## config.mk

```make
export PLATFORM = sky130hd
export DESIGN_NAME = keypad_scan_time_entry
export DESIGN_NICKNAME = d
export VERILOG_FILES = /design/src/rtl/kste_pkg.sv /design/src/rtl/keypad_scan_time_entry.sv /design/src/rtl/kste_entry.sv
export SDC_FILE = /design/constraint.sdc
export NUM_CORES = 1
export LEC_CHECK = 0
export BUFFER_PORTS_ARGS = -buffer_cell sky130_fd_sc_hd__buf_2
export CAP_MARGIN = 20
export CORE_ASPECT_RATIO = 1.75
export CORE_UTILIZATION = 40
export DETAILED_ROUTE_END_ITERATION = 8
export PLACE_DENSITY = 0.65
export SLEW_MARGIN = 20
export SYNTH_ARGS = -nofsm -noshare
export SYNTH_HDL_FRONTEND = slang
export SYNTH_SLANG_ARGS = --single-unit
```

## constraint.sdc

```tcl
create_clock -name clk -period 6.9 [get_ports clk]
set_clock_uncertainty 0.15 [all_clocks]
set_input_delay 0.345 -clock clk [delete_from_list [all_inputs] [get_ports clk]]
set_output_delay 0.345 -clock clk [all_outputs]
set_load 0.05 [all_outputs]
```

## src/rtl/kste_pkg.sv

```systemverilog
package kste_pkg;

  localparam int unsigned DIGITS  = 6;
  localparam int unsigned CNT_W   = 3;
  localparam int unsigned HOURS_W = 5;
  localparam int unsigned MS_W    = 6;

  localparam logic [6:0] MAX_HOURS  = 7'd23;
  localparam logic [6:0] MAX_MINSEC = 7'd59;

  localparam logic [3:0] COLS_IDLE = 4'hF;

  localparam logic [3:0] KEY_A    = 4'd3;
  localparam logic [3:0] KEY_B    = 4'd7;
  localparam logic [3:0] KEY_C    = 4'd11;
  localparam logic [3:0] KEY_STAR = 4'd12;
  localparam logic [3:0] KEY_ZERO = 4'd13;
  localparam logic [3:0] KEY_HASH = 4'd14;
  localparam logic [3:0] KEY_D    = 4'd15;

  localparam logic [1:0] BEEP_NONE = 2'd0;
  localparam logic [1:0] BEEP_ACK  = 2'd1;
  localparam logic [1:0] BEEP_OK   = 2'd2;
  localparam logic [1:0] BEEP_BAD  = 2'd3;

  localparam logic [1:0] TGT_NONE  = 2'd0;
  localparam logic [1:0] TGT_CLOCK = 2'd1;
  localparam logic [1:0] TGT_ALARM = 2'd2;

  localparam logic [1:0] MODE_CODE_NORMAL = 2'd0;
  localparam logic [1:0] MODE_CODE_TIME   = 2'd1;
  localparam logic [1:0] MODE_CODE_ALARM  = 2'd2;

  typedef enum logic [2:0] {
    MODE_NORMAL = 3'b001,
    MODE_TIME   = 3'b010,
    MODE_ALARM  = 3'b100
  } mode_t;

  typedef struct packed {
    logic       hit;
    logic [3:0] code;
    logic       sounding;
  } key_evt_t;

  typedef struct packed {
    logic [1:0]         beeps;
    logic [1:0]         target;
    logic [HOURS_W-1:0] hours;
    logic [MS_W-1:0]    minutes;
    logic [MS_W-1:0]    seconds;
    logic               alarm_on;
    logic               stop;
    logic [1:0]         mode;
    logic [CNT_W-1:0]   count;
  } entry_res_t;

  // {is_digit, value}
  function automatic logic [4:0] digit_of(input logic [3:0] code);
    logic [1:0] r;
    logic [1:0] c;
    logic [3:0] v;
    r = code[3:2];
    c = code[1:0];
    v = 4'({2'b00, r} * 4'd3) + {2'b00, c} + 4'd1;
    if (code == KEY_ZERO) begin
      digit_of = 5'b1_0000;
    end else if (r != 2'd3 && c != 2'd3) begin
      digit_of = {1'b1, v};
    end else begin
      digit_of = 5'b0_0000;
    end
  endfunction

  function automatic logic [6:0] two_digits(input logic [3:0] tens, input logic [3:0] ones);
    two_digits = 7'({3'b000, tens} * 7'd10) + {3'b000, ones};
  endfunction

  function automatic logic [1:0] mode_code(input mode_t m);
    case (m)
      MODE_NORMAL: mode_code = MODE_CODE_NORMAL;
      MODE_TIME:   mode_code = MODE_CODE_TIME;
      MODE_ALARM:  mode_code = MODE_CODE_ALARM;
      default:     mode_code = MODE_CODE_NORMAL;
    endcase
  endfunction

endpackage

```

## src/rtl/keypad_scan_time_entry.sv

```systemverilog
// 4x4 keypad scanner with a time-entry front end.
// Input channel (in_valid/in_ready): one beat per scan tick carrying the
// active-low column levels and the buzzer ringing flag.
// Output channel (out_valid/out_ready): exactly one result beat per input
// beat, in order: the row to drive until the next tick, the accepted key if
// any, beep count, a clock or alarm write with its time, alarm enable, buzzer
// stop, entry mode and buffer fill.
// The result is in the output register in the cycle after the input beat is
// taken. One tick per cycle while out_ready is high; all key decoding and the
// entry mode machine settle in a single combinational pass into that register.
// in_ready is high whenever the output register is empty or being drained in
// the same cycle, so a stalled receiver holds the result and back-pressures
// the input; no beat is dropped or repeated.
// Reset (rst, synchronous): row counters and lock clear, normal mode, empty
// digit buffer, alarm disabled, output register empty.
module keypad_scan_time_entry (
  input  logic       clk,
  input  logic       rst,
  input  logic       in_valid,
  output logic       in_ready,
  input  logic [3:0] columns,
  input  logic       alarm_sounding,
  output logic       out_valid,
  input  logic       out_ready,
  output logic [1:0] row_drive,
  output logic       key_valid,
  output logic [3:0] key_code,
  output logic [1:0] beeps,
  output logic [1:0] write_target,
  output logic [4:0] set_hours,
  output logic [5:0] set_minutes,
  output logic [5:0] set_seconds,
  output logic       alarm_on,
  output logic       stop_buzzer,
  output logic [1:0] entry_mode,
  output logic [2:0] digits_entered
);

  logic [1:0] scan_row;
  logic [1:0] driven_row;
  logic       key_lock;
  logic       accept;
  logic [1:0] col;

  kste_pkg::key_evt_t   key;
  kste_pkg::entry_res_t res;

  assign in_ready = !out_valid || out_ready;
  assign accept   = in_valid && in_ready;

  // lowest pressed column, column three when none of the first three is low
  always_comb begin
    if (!columns[0]) col = 2'd0;
    else if (!columns[1]) col = 2'd1;
    else if (!columns[2]) col = 2'd2;
    else col = 2'd3;
  end

  assign key.hit      = !key_lock && (columns != kste_pkg::COLS_IDLE);
  assign key.code     = key.hit ? {driven_row, col} : 4'd0;
  assign key.sounding = alarm_sounding;

  kste_entry u_entry (
    .clk  (clk),
    .rst  (rst),
    .step (accept),
    .key  (key),
    .res  (res)
  );

  always_ff @(posedge clk) begin
    if (rst) begin
      scan_row   <= '0;
      driven_row <= '0;
      key_lock   <= 1'b0;
      out_valid  <= 1'b0;
    end else begin
      if (accept) begin
        // hold the lock while any column is low, release on an all-high tick
        key_lock   <= (columns != kste_pkg::COLS_IDLE);
        driven_row <= scan_row;
        scan_row   <= scan_row + 2'd1;
        out_valid  <= 1'b1;
      end else if (out_ready) begin
        out_valid  <= 1'b0;
      end
    end
  end

  always_ff @(posedge clk) begin
    if (accept) begin
      row_drive      <= scan_row;
      key_valid      <= key.hit;
      key_code       <= key.code;
      beeps          <= res.beeps;
      write_target   <= res.target;
      set_hours      <= res.hours;
      set_minutes    <= res.minutes;
      set_seconds    <= res.seconds;
      alarm_on       <= res.alarm_on;
      stop_buzzer    <= res.stop;
      entry_mode     <= res.mode;
      digits_entered <= res.count;
    end
  end

`ifndef NO_ASSERTIONS
  a_lock_after_key: assert property (@(posedge clk) disable iff (rst)
    (accept && key.hit) |=> key_lock)
    else $error("key accepted without setting the lock");

  a_row_follows: assert property (@(posedge clk) disable iff (rst)
    accept |=> (scan_row == row_drive + 2'd1) && (driven_row == row_drive))
    else $error("row counter out of step with the driven row");

  a_write_success: assert property (@(posedge clk) disable iff (rst)
    (out_valid && write_target != kste_pkg::TGT_NONE) |->
      (beeps == kste_pkg::BEEP_OK && entry_mode == kste_pkg::MODE_CODE_NORMAL &&
       digits_entered == 3'd0))
    else $error("time write without success status");

  a_fill_bound: assert property (@(posedge clk) disable iff (rst)
    out_valid |-> (digits_entered <= 3'd6))
    else $error("digit buffer overfilled");
`endif

endmodule

```

## src/rtl/kste_entry.sv

```systemverilog
module kste_entry (
  input  logic                  clk,
  input  logic                  rst,
  input  logic                  step,
  input  kste_pkg::key_evt_t    key,
  output kste_pkg::entry_res_t  res
);

  kste_pkg::mode_t               mode, mode_next;
  logic [3:0]                    digit_buf [kste_pkg::DIGITS];
  logic [3:0]                    digit_buf_next [kste_pkg::DIGITS];
  logic [kste_pkg::CNT_W-1:0]    count, count_next;
  logic                          alarm_en, alarm_en_next;

  logic [4:0] dig;
  logic [6:0] hh, mm, ss;
  logic       time_ok;

  assign dig     = kste_pkg::digit_of(key.code);
  assign hh      = kste_pkg::two_digits(digit_buf[0], digit_buf[1]);
  assign mm      = kste_pkg::two_digits(digit_buf[2], digit_buf[3]);
  assign ss      = kste_pkg::two_digits(digit_buf[4], digit_buf[5]);
  assign time_ok = (hh <= kste_pkg::MAX_HOURS) && (mm <= kste_pkg::MAX_MINSEC) &&
                   (ss <= kste_pkg::MAX_MINSEC);

  always_comb begin
    mode_next     = mode;
    count_next    = count;
    alarm_en_next = alarm_en;
    for (int i = 0; i < kste_pkg::DIGITS; i++) begin
      digit_buf_next[i] = digit_buf[i];
    end
    res         = '0;
    res.beeps   = kste_pkg::BEEP_NONE;
    res.target  = kste_pkg::TGT_NONE;

    if (key.hit) begin
      if (mode == kste_pkg::MODE_NORMAL) begin
        if (key.code == kste_pkg::KEY_A || key.code == kste_pkg::KEY_B) begin
          mode_next  = (key.code == kste_pkg::KEY_A) ? kste_pkg::MODE_TIME
                                                     : kste_pkg::MODE_ALARM;
          count_next = '0;
          for (int i = 0; i < kste_pkg::DIGITS; i++) digit_buf_next[i] = '0;
          res.beeps  = kste_pkg::BEEP_ACK;
        end else if (key.code == kste_pkg::KEY_HASH) begin
          res.stop      = !alarm_en && key.sounding;
          alarm_en_next = !alarm_en;
          res.beeps     = kste_pkg::BEEP_ACK;
        end
      end else if (key.code == kste_pkg::KEY_C) begin
        mode_next  = kste_pkg::MODE_NORMAL;
        count_next = '0;
        for (int i = 0; i < kste_pkg::DIGITS; i++) digit_buf_next[i] = '0;
        res.beeps  = kste_pkg::BEEP_ACK;
      end else if (key.code == kste_pkg::KEY_STAR) begin
        if (count != '0) begin
          count_next                 = count - 1'b1;
          digit_buf_next[count_next] = '0;
        end
        res.beeps = kste_pkg::BEEP_ACK;
      end else if (dig[4]) begin
        // drop the digit when the buffer is full
        if (count < kste_pkg::CNT_W'(kste_pkg::DIGITS)) begin
          digit_buf_next[count] = dig[3:0];
          count_next            = count + 1'b1;
        end
      end else if (key.code == kste_pkg::KEY_D &&
                   count == kste_pkg::CNT_W'(kste_pkg::DIGITS)) begin
        if (time_ok) begin
          res.hours   = hh[kste_pkg::HOURS_W-1:0];
          res.minutes = mm[kste_pkg::MS_W-1:0];
          res.seconds = ss[kste_pkg::MS_W-1:0];
          if (mode == kste_pkg::MODE_TIME) begin
            res.target = kste_pkg::TGT_CLOCK;
          end else begin
            res.target    = kste_pkg::TGT_ALARM;
            alarm_en_next = 1'b1;
          end
          mode_next = kste_pkg::MODE_NORMAL;
          res.beeps = kste_pkg::BEEP_OK;
        end else begin
          res.beeps = kste_pkg::BEEP_BAD;
        end
        count_next = '0;
        for (int i = 0; i < kste_pkg::DIGITS; i++) digit_buf_next[i] = '0;
      end
    end

    res.alarm_on = alarm_en_next;
    res.mode     = kste_pkg::mode_code(mode_next);
    res.count    = count_next;
  end

  always_ff @(posedge clk) begin
    if (rst) begin
      mode     <= kste_pkg::MODE_NORMAL;
      count    <= '0;
      alarm_en <= 1'b0;
      for (int i = 0; i < kste_pkg::DIGITS; i++) digit_buf[i] <= '0;
    end else if (step) begin
      mode     <= mode_next;
      count    <= count_next;
      alarm_en <= alarm_en_next;
      for (int i = 0; i < kste_pkg::DIGITS; i++) digit_buf[i] <= digit_buf_next[i];
    end
  end

endmodule
```

==> run metrics, run 1 <==
status=finished clean; post-DR wirelength/cell=16.39 um; drc violations=0; clock-pin slew on the worst setup and hold paths=0.05 ns; full die area=0.01120 mm2; Yosys cell types=55; first-pass GRT wire length=15860 um; RSZ-0062 raised after global routing=no; # diodes=0; Initial Util=41.54%; routability cong.=0.8769; DR iter-0 viols=254; P_leak=1.991 nW; Critical Path Fanout Max=20; Nets=514; GRT overflow=0; area of the multi-input gates=0.002087 mm2; Register Area=0.002032 mm2; slowest stage cell on the critical path=a311oi_1; Fin. Hold Viols=0; FP Rows=49; worst hold margin=0.1195 ns; IO buf count=45; # IOs=46; synth top area cells=edfxtp_1 41%, ha_1 8.7%, dfxtp_1 6.0%; Synth Cell Area=0.004304 mm2; Synth top area share=41.16%; CTS Sinks=72; TNS Setup=0 ns; clk root buf=clkbuf_16; CP Class=flip-flop to flip-flop; final cycle utilization of the critical path=55.70%; H-tree depth=3; clk_lat worst skew=0.33 ns; biggest area consumer among synthesized cells=edfxtp_1; All-Layer GR Usage=18.77%; Top FF cell, synth=edfxtp_1; # resized after CTS=0; vias per cell=5.490; max_slew headroom=33.34%; crit end category=flip-flop; Die Span Y=139.2 um; Hold Buf Count CTS=0; Post-Synthesis Cells=423; DIE WIDTH=80.42 um; Worst Path Required=6.97 ns; power per cell area=234.5 mW/mm2; min Tclk post-route=3.843 ns; CTS tree=built; drt total wl=9804 um; synth warn=0; Area growth syn-to-layout=13.98%; Hold WC Path Type=input port to flip-flop; Avg Synthesized Cell Area=10.18 um2; clock buffer depth=2; # setup viols final=0; core footprint=0.01036 mm2; CP arrival=3.91 ns; Post-Syn Nets=470; Pins Over Slew Limit=0; most common cell in the synthesized netlist=nor2_1; Layout fillers=963; antenna-violating nets left=0; total power=1.151 mW; FMAX=260.2 MHz; vias=3283; DP HPWL=7280 um; most frequent cells after synthesis=62 x nor2_1, 59 x edfxtp_1, 33 x inv_1, 32 x nand2_1, 30 x ha_1; most frequent CP cell=ha_1; FFs w/ async S/R, synth=0%; Pre-antenna DRT Iters=5; startpoint type of the worst setup path=flip-flop; initial antenna violation count=0; Post-CTS Setup Bufs=0; register area share after synthesis=47.21%; proportion of layout cells with a drive suffix above 1=14.86%; Post-synth EDFFs=59; max incr delay on CP=0.56 ns; max cap viols=0; CP cell instances=ha_1 > ha_1 > inv_1 > fa_1 > nand2b_1 > a21oi_1 > xnor2_1 > a311oi_1 > nand4_1 > buf_4 > o21a_1 > a2111oi_2; Worst-Margin Slew=0.9977 ns; Max IR drop VDD=0.1465 mV; vias in the first global route=3307; CTS buffer count=9; FF+latch count, synth=72; largest net degree at the start of global routing=46
## registers in the layout, summed over array words and instances (netlist names), 3 cells and up
name / flops
set_seconds: 6
key_code: 4
u_entry.mode: 3
set_minutes: 6
set_hours: 5
u_entry.digit_buf: 24
digits_entered: 3
u_entry.count: 3
## cells by family after synthesis
group / synth area share (%)
buffers and inverters: 4.302
and+or+nand+nor: 17.41
adders and majority gates: 12.44
muxes: 0.2326
AOI/OAI and AO/OA: 14.94
DFF: 47.21
xor gates and xnor gates: 3.459
## layout make-up
cell class	instances	share of cell area (%)
well taps	127	3.239
repair buffers	49	5.203
inverters	33	2.525
multi-input cells	302	42.54
clock inverters	2	0.1785
clock buffers	13	4.897
flip-flops and latches	72	41.42
## stage by stage
step | instance area [um2] | setup WS [ns] | cells | util [%]
after floorplan | 4304 | 3.316 | 423 | -
after global placement | 4657 | 3.007 | 583 | 44.95
after detailed placement | 4657 | 2.904 | 583 | 44.95
after CTS | 4906 | 3.037 | 598 | 47.35
after global routing | 4906 | 2.845 | 598 | 47.35
final | 4906 | 3.057 | 598 | 47.35
## worst paths after layout
check / startpoint / end / cells after the start / slack (ns)
worst max-delay path: u_entry.digit_buf[0][9] / u_entry.alarm_en / 12 / 3.06
worst min-delay path: in_valid / out_valid / 3 / 0.12
worst max register to register: u_entry.digit_buf[0][9] / u_entry.alarm_en / 12 / 3.06
worst min register to register: scan_row[0] / row_drive[0] / 0 / 0.33
## metal layers
layer	track usage, %	vias to the layer above	wire (um)
li1	-	1610	-
met1	19.76	1542	3666
met2	33.05	99	5288
met3	3.738	32	364
met4	11.75	0	485
met5	0	-	0
## power breakdown
part,switching [mW],total (mW),leakage [nW],internal [mW]
logic,0.158,0.233,1.16,0.0760
clock network,0.161,0.401,0.121,0.240
registers,0.0188,0.516,0.710,0.498
## worst max-delay path: cells and delay by family, from the launching register on
family                     cells  cell delay [ns]
AOI/OAI and AO/OA              4             1.33
adders and majority gates      3             1.00
DFF                            1             0.50
xor gates and xnor gates       1             0.09
and+or+nand+nor                2             0.32
buffers and inverters          2             0.32
## cell usage in the layout (no fill, tap or decap), types with 3 or more instances in the layout
cell	Yosys	layout
nand4_1	3	3
nor3b_1	6	6
xor2_1	8	8
o22ai_1	5	5
nand3b_1	3	3
fa_1	8	8
nand2b_1	4	4
clkbuf_16	0	9
nor2b_1	6	6
ha_1	30	30
and2_1	5	5
clkbuf_1	14	4
edfxtp_1	59	59
dfxtp_1	13	13
a21oi_1	20	20
inv_1	33	32
a21o_1	5	5
nor2_1	62	62
nand3_1	5	5
a22oi_1	22	22
nand2_1	32	32
and3_1	3	3
nor3_1	15	15
buf_2	1	45
o31ai_1	3	3
xnor2_1	9	9
buf_4	0	4
a311oi_1	4	4
o21ai_0	9	9
(Power assumes the default switching activity.)
==> run 2: changes to the inputs <==
Settings changed: ABC_AREA set to 1, PLACE_DENSITY 0.65 to 0.67.
Clock period 6.9 ns to 3.42 ns, I/O delays scaled along.
==> run 2 against run 1 <==
  * Sequential share of layout area is 2.4 points lower
  * Sequential power is 100% higher
  * Critical endpoint is now entry_mode[1]
  * Global-route usage is 0.78 points higher
==> run metrics, run 2 <==
proportion of layout cells with a drive suffix above 1=14.24% (-0.63 points); largest net degree at the start of global routing=25 (-46%); Pre-antenna DRT Iters=4 (-1); area of the multi-input gates=0.002135 mm2 (+2.3%); final cycle utilization of the critical path=91.57% (+36 points); Max IR drop VDD=0.3153 mV (+120%); core footprint=0.01104 mm2 (+6.5%); R2R Path End=entry_mode[1]; clock buffer depth=2 (unchanged); Reg2Reg Launch Point=u_entry.digit_buf[0][9]; Largest regs=u_entry.digit_buf: 24 flops, set_minutes: 6 flops, set_seconds: 6 flops; power per cell area=469.9 mW/mm2 (+100%); FFs w/ async S/R, synth=0% (unchanged); startpoint type of the worst setup path=flip-flop; flop2flop setup slack=0.29 ns (-2.77 ns); Reg power frac=42.5% (-2.4 points); Post-CTS Setup Bufs=0 (unchanged); Pins Over Slew Limit=0 (unchanged); Avg Synthesized Cell Area=8.646 um2 (-15%); max reg flops=24 (unchanged); Area growth syn-to-layout=15.30%; initial antenna violation count=0 (unchanged); min Tclk post-route=3.132 ns (-0.7116 ns); hold path cells=3 (unchanged); kind of cell adding the most delay to the critical path=simple AND/OR/NAND/NOR gates; CTS tree=built; Register Area=0.002032 mm2 (unchanged); max_slew headroom=50.52% (+17 points); full die area=0.01175 mm2 (+5.0%); Layout fillers=1073 (+11%); FF+latch count, synth=72 (unchanged); register area share after synthesis=44.94% (-2.3 points); FMAX=319.3 MHz (+23%); CTS buffer count=9 (unchanged); most frequent cells after synthesis=118 x nand2_1, 73 x inv_1, 59 x edfxtp_1, 58 x nor2_1, 32 x nand3_1; GRT overflow=0 (unchanged); synth warn=0 (unchanged); Post-Synthesis Cells=523 (+24%); biggest area consumer among synthesized cells=edfxtp_1; Die Span Y=142.7 um (+2.5%); DP HPWL=8029 um (+10%); Nets=625 (+22%); Post-synth EDFFs=59 (unchanged); first-pass GRT wire length=17020 um (+7.3%); IO buf count=45 (unchanged); combinational share of power=21.2% (+0.9 points); antenna-violating nets left=0 (unchanged); vias per cell=5.150 (-6.2%); # diodes=0 (unchanged); CP arrival=3.07 ns (-0.84 ns); CTS Sinks=72 (unchanged); Synth Cell Area=0.004522 mm2 (+5.1%); CP cell instances=ha_1 > ha_1 > inv_1 > fa_1 > nor2_1 > nand4_1 > nand3b_1 > nand2_1 > nand2_1 > nor2_2 > nand3_1 > nand2_1 > nand2_1 > nand3_1 > nor2_1; Critical Path Fanout Max=4 (-80%); R2R depth=15 (+3); Yosys cell types=36 (-35%); clock-pin slew on the worst setup and hold paths=0.05 ns (about the same); largest reg by FF count=u_entry.digit_buf; routability cong.=0.9203 (+4.9%); max cap viols=0 (unchanged); P_leak=2.366 nW (+19%); most common cell after layout, fill and taps aside=nand2_1; H-tree depth=3 (unchanged); Top FF cell, synth=edfxtp_1; Post-Syn Nets=570 (+21%); slowest stage cell on the critical path=fa_1; Synth top area share=39.18% (-2.0 points); Worst-Margin Slew=0.7366 ns (-0.2612 ns); Fin. Hold Viols=0 (unchanged); Hold EP=stop_buzzer; post-DR wirelength/cell=14.34 um (-13%); status=finished clean; TNS Setup=0 ns (unchanged); RSZ-0062 raised after global routing=no; Worst Path Required=3.36 ns (-3.61 ns); max incr delay on CP=0.54 ns (-0.02 ns); most common cell in the synthesized netlist=nand2_1; Buffers & Inverters on Critical Path=1 (-1); drt total wl=10250 um (+4.5%); highest-count cells in the layout ignoring fill and taps=118 x nand2_1, 73 x inv_1, 59 x edfxtp_1; Net Sw Power=0.7325 mW (+120%); clk_lat worst skew=0.33 ns (about the same); crit end category=flip-flop; DIE WIDTH=82.37 um (+2.4%); Int Power=1.717 mW (+110%); worst hold margin=0.009955 ns (-0.1096 ns); # IOs=46 (unchanged); vias in the first global route=3722 (+13%); most frequent CP cell=nand2_1; clock network power share=36.3% (+1.5 points); # resized after CTS=0 (unchanged); # setup viols final=0 (unchanged); clk root buf=clkbuf_16; All-Layer GR Usage=19.56% (+0.78 points); CP Class=flip-flop to flip-flop; vias=3682 (+12%); DR iter-0 viols=156 (-39%); drc violations=0 (unchanged); synth top area cells=edfxtp_1 39%, nand2_1 9.8%, ha_1 8.3%; Initial Util=40.96% (-0.58 points); switching portion of total power=29.90% (+0.58 points); worst hold start=alarm_sounding; FP Rows=51 (+4.1%); Hold WC Path Type=input port to flip-flop
## run 2: cell types whose count changed in the layout (fill, tap and decap cells not counted), sizes merged, moves of 7 or more
cell | previous run | this run
nand2 | 32 | 122
a22oi | 22 | 8
nand3 | 5 | 35
nor3 | 17 | 9
nand4 | 3 | 14
o211ai | 1 | 8
inv | 32 | 74
o21ai | 11 | 19
## run 2: worst reg2reg max path: stages, from the launching register on
cell and delay (ns):
edfxtp_1 0.47, ha_1 0.33, ha_1 0.14, inv_1 0.05, fa_1 0.54, nor2_1 0.08, nand4_1 0.09, nand3b_1 0.09
nand2_1 0.07, nand2_1 0.13, nor2_2 0.27, nand3_1 0.18, nand2_1 0.13, nand2_1 0.07, nand3_1 0.07, nor2_1 0.04
## run 2: cell type report
| cell class | instances | share of cell area [%] |
|---|---|---|
| Timing Repair Buffer | 53 | 5.808 |
| Clock buffer | 11 | 4.464 |
| Tap cell | 132 | 3.168 |
| Multi-Input combinational cell | 366 | 40.94 |
| Sequential cell | 72 | 38.97 |
| Inverter | 76 | 5.736 |
| Clock inverter | 5 | 0.9119 |
## run 2: power by group through the flow
stage / combinational [mW] / sequential [mW] / clock [mW]
2_1_floorplan: 0.308 / 1.14 / 0
3_3_place_gp: 0.504 / 1.06 / 0
6_report: 0.519 / 1.04 / 0.888
5_1_grt: 0.578 / 1.05 / 0.951
3_5_place_dp: 0.515 / 1.06 / 0
4_1_cts: 0.522 / 1.04 / 0.912
## run 2: per-stage QoR
stage / util [%] / instances / cell area, um2 / setup slack, ns / power, mW
after global placement: 44.51 / 697 / 4913 / 0.4233 / 1.563
after detailed placement: 44.51 / 697 / 4913 / 0.3101 / 1.575
after CTS: 47.23 / 715 / 5214 / 0.3176 / 2.477
after global routing: 47.23 / 715 / 5214 / 0.09858 / 2.577
final: 47.23 / 715 / 5214 / 0.2884 / 2.450
after floorplan: - / 523 / 4526 / 0.08517 / 1.446
## run 2: what timing repair did
| item | in CTS | in global routing |
|---|---|---|
| hold endpoints to repair | 1 | 0 |
| hold buffers | 2 | 0 |
| setup endpoints to repair | 0 | 0 |
## run 2: worst max path at each step
| stage | to | depth (start not counted) | from |
|---|---|---|---|
| finish | entry_mode[1] | 15 | u_entry.digit_buf[0][9] |
| global route | entry_mode[0] | 14 | u_entry.digit_buf[0][9] |
| CTS | entry_mode[1] | 15 | u_entry.digit_buf[0][9] |
| detailed placement | entry_mode[1] | 15 | u_entry.digit_buf[0][9] |
| global placement | u_entry.digit_buf[0][4] | 16 | columns[0] |
| floorplan | u_entry.digit_buf[0][0] | 5 | out_valid |
## run 2: routing by layer
| metal | vias up | part of all wire (%) | global-route usage, % |
|---|---|---|---|
| li1 | 1867 | - | - |
| met1 | 1727 | 36 | 18.30 |
| met2 | 62 | 57 | 36.58 |
| met3 | 26 | 2.3 | 4.409 |
| met4 | 0 | 5.1 | 11.91 |
| met5 | - | 0 | 0 |
## run 2: cell families after synthesis
| kind of cell | count (synthesis) | share of synthesized area (%) |
|---|---|---|
| flip-flops | 72 | 44.94 |
| buffers and inverters | 85 | 7.941 |
| adder cells (fa/ha/maj) | 38 | 11.84 |
| AO/OA/AOI/OAI | 71 | 9.076 |
| XOR/XNOR | 8 | 1.549 |
| AND/OR/NAND/NOR | 249 | 24.65 |
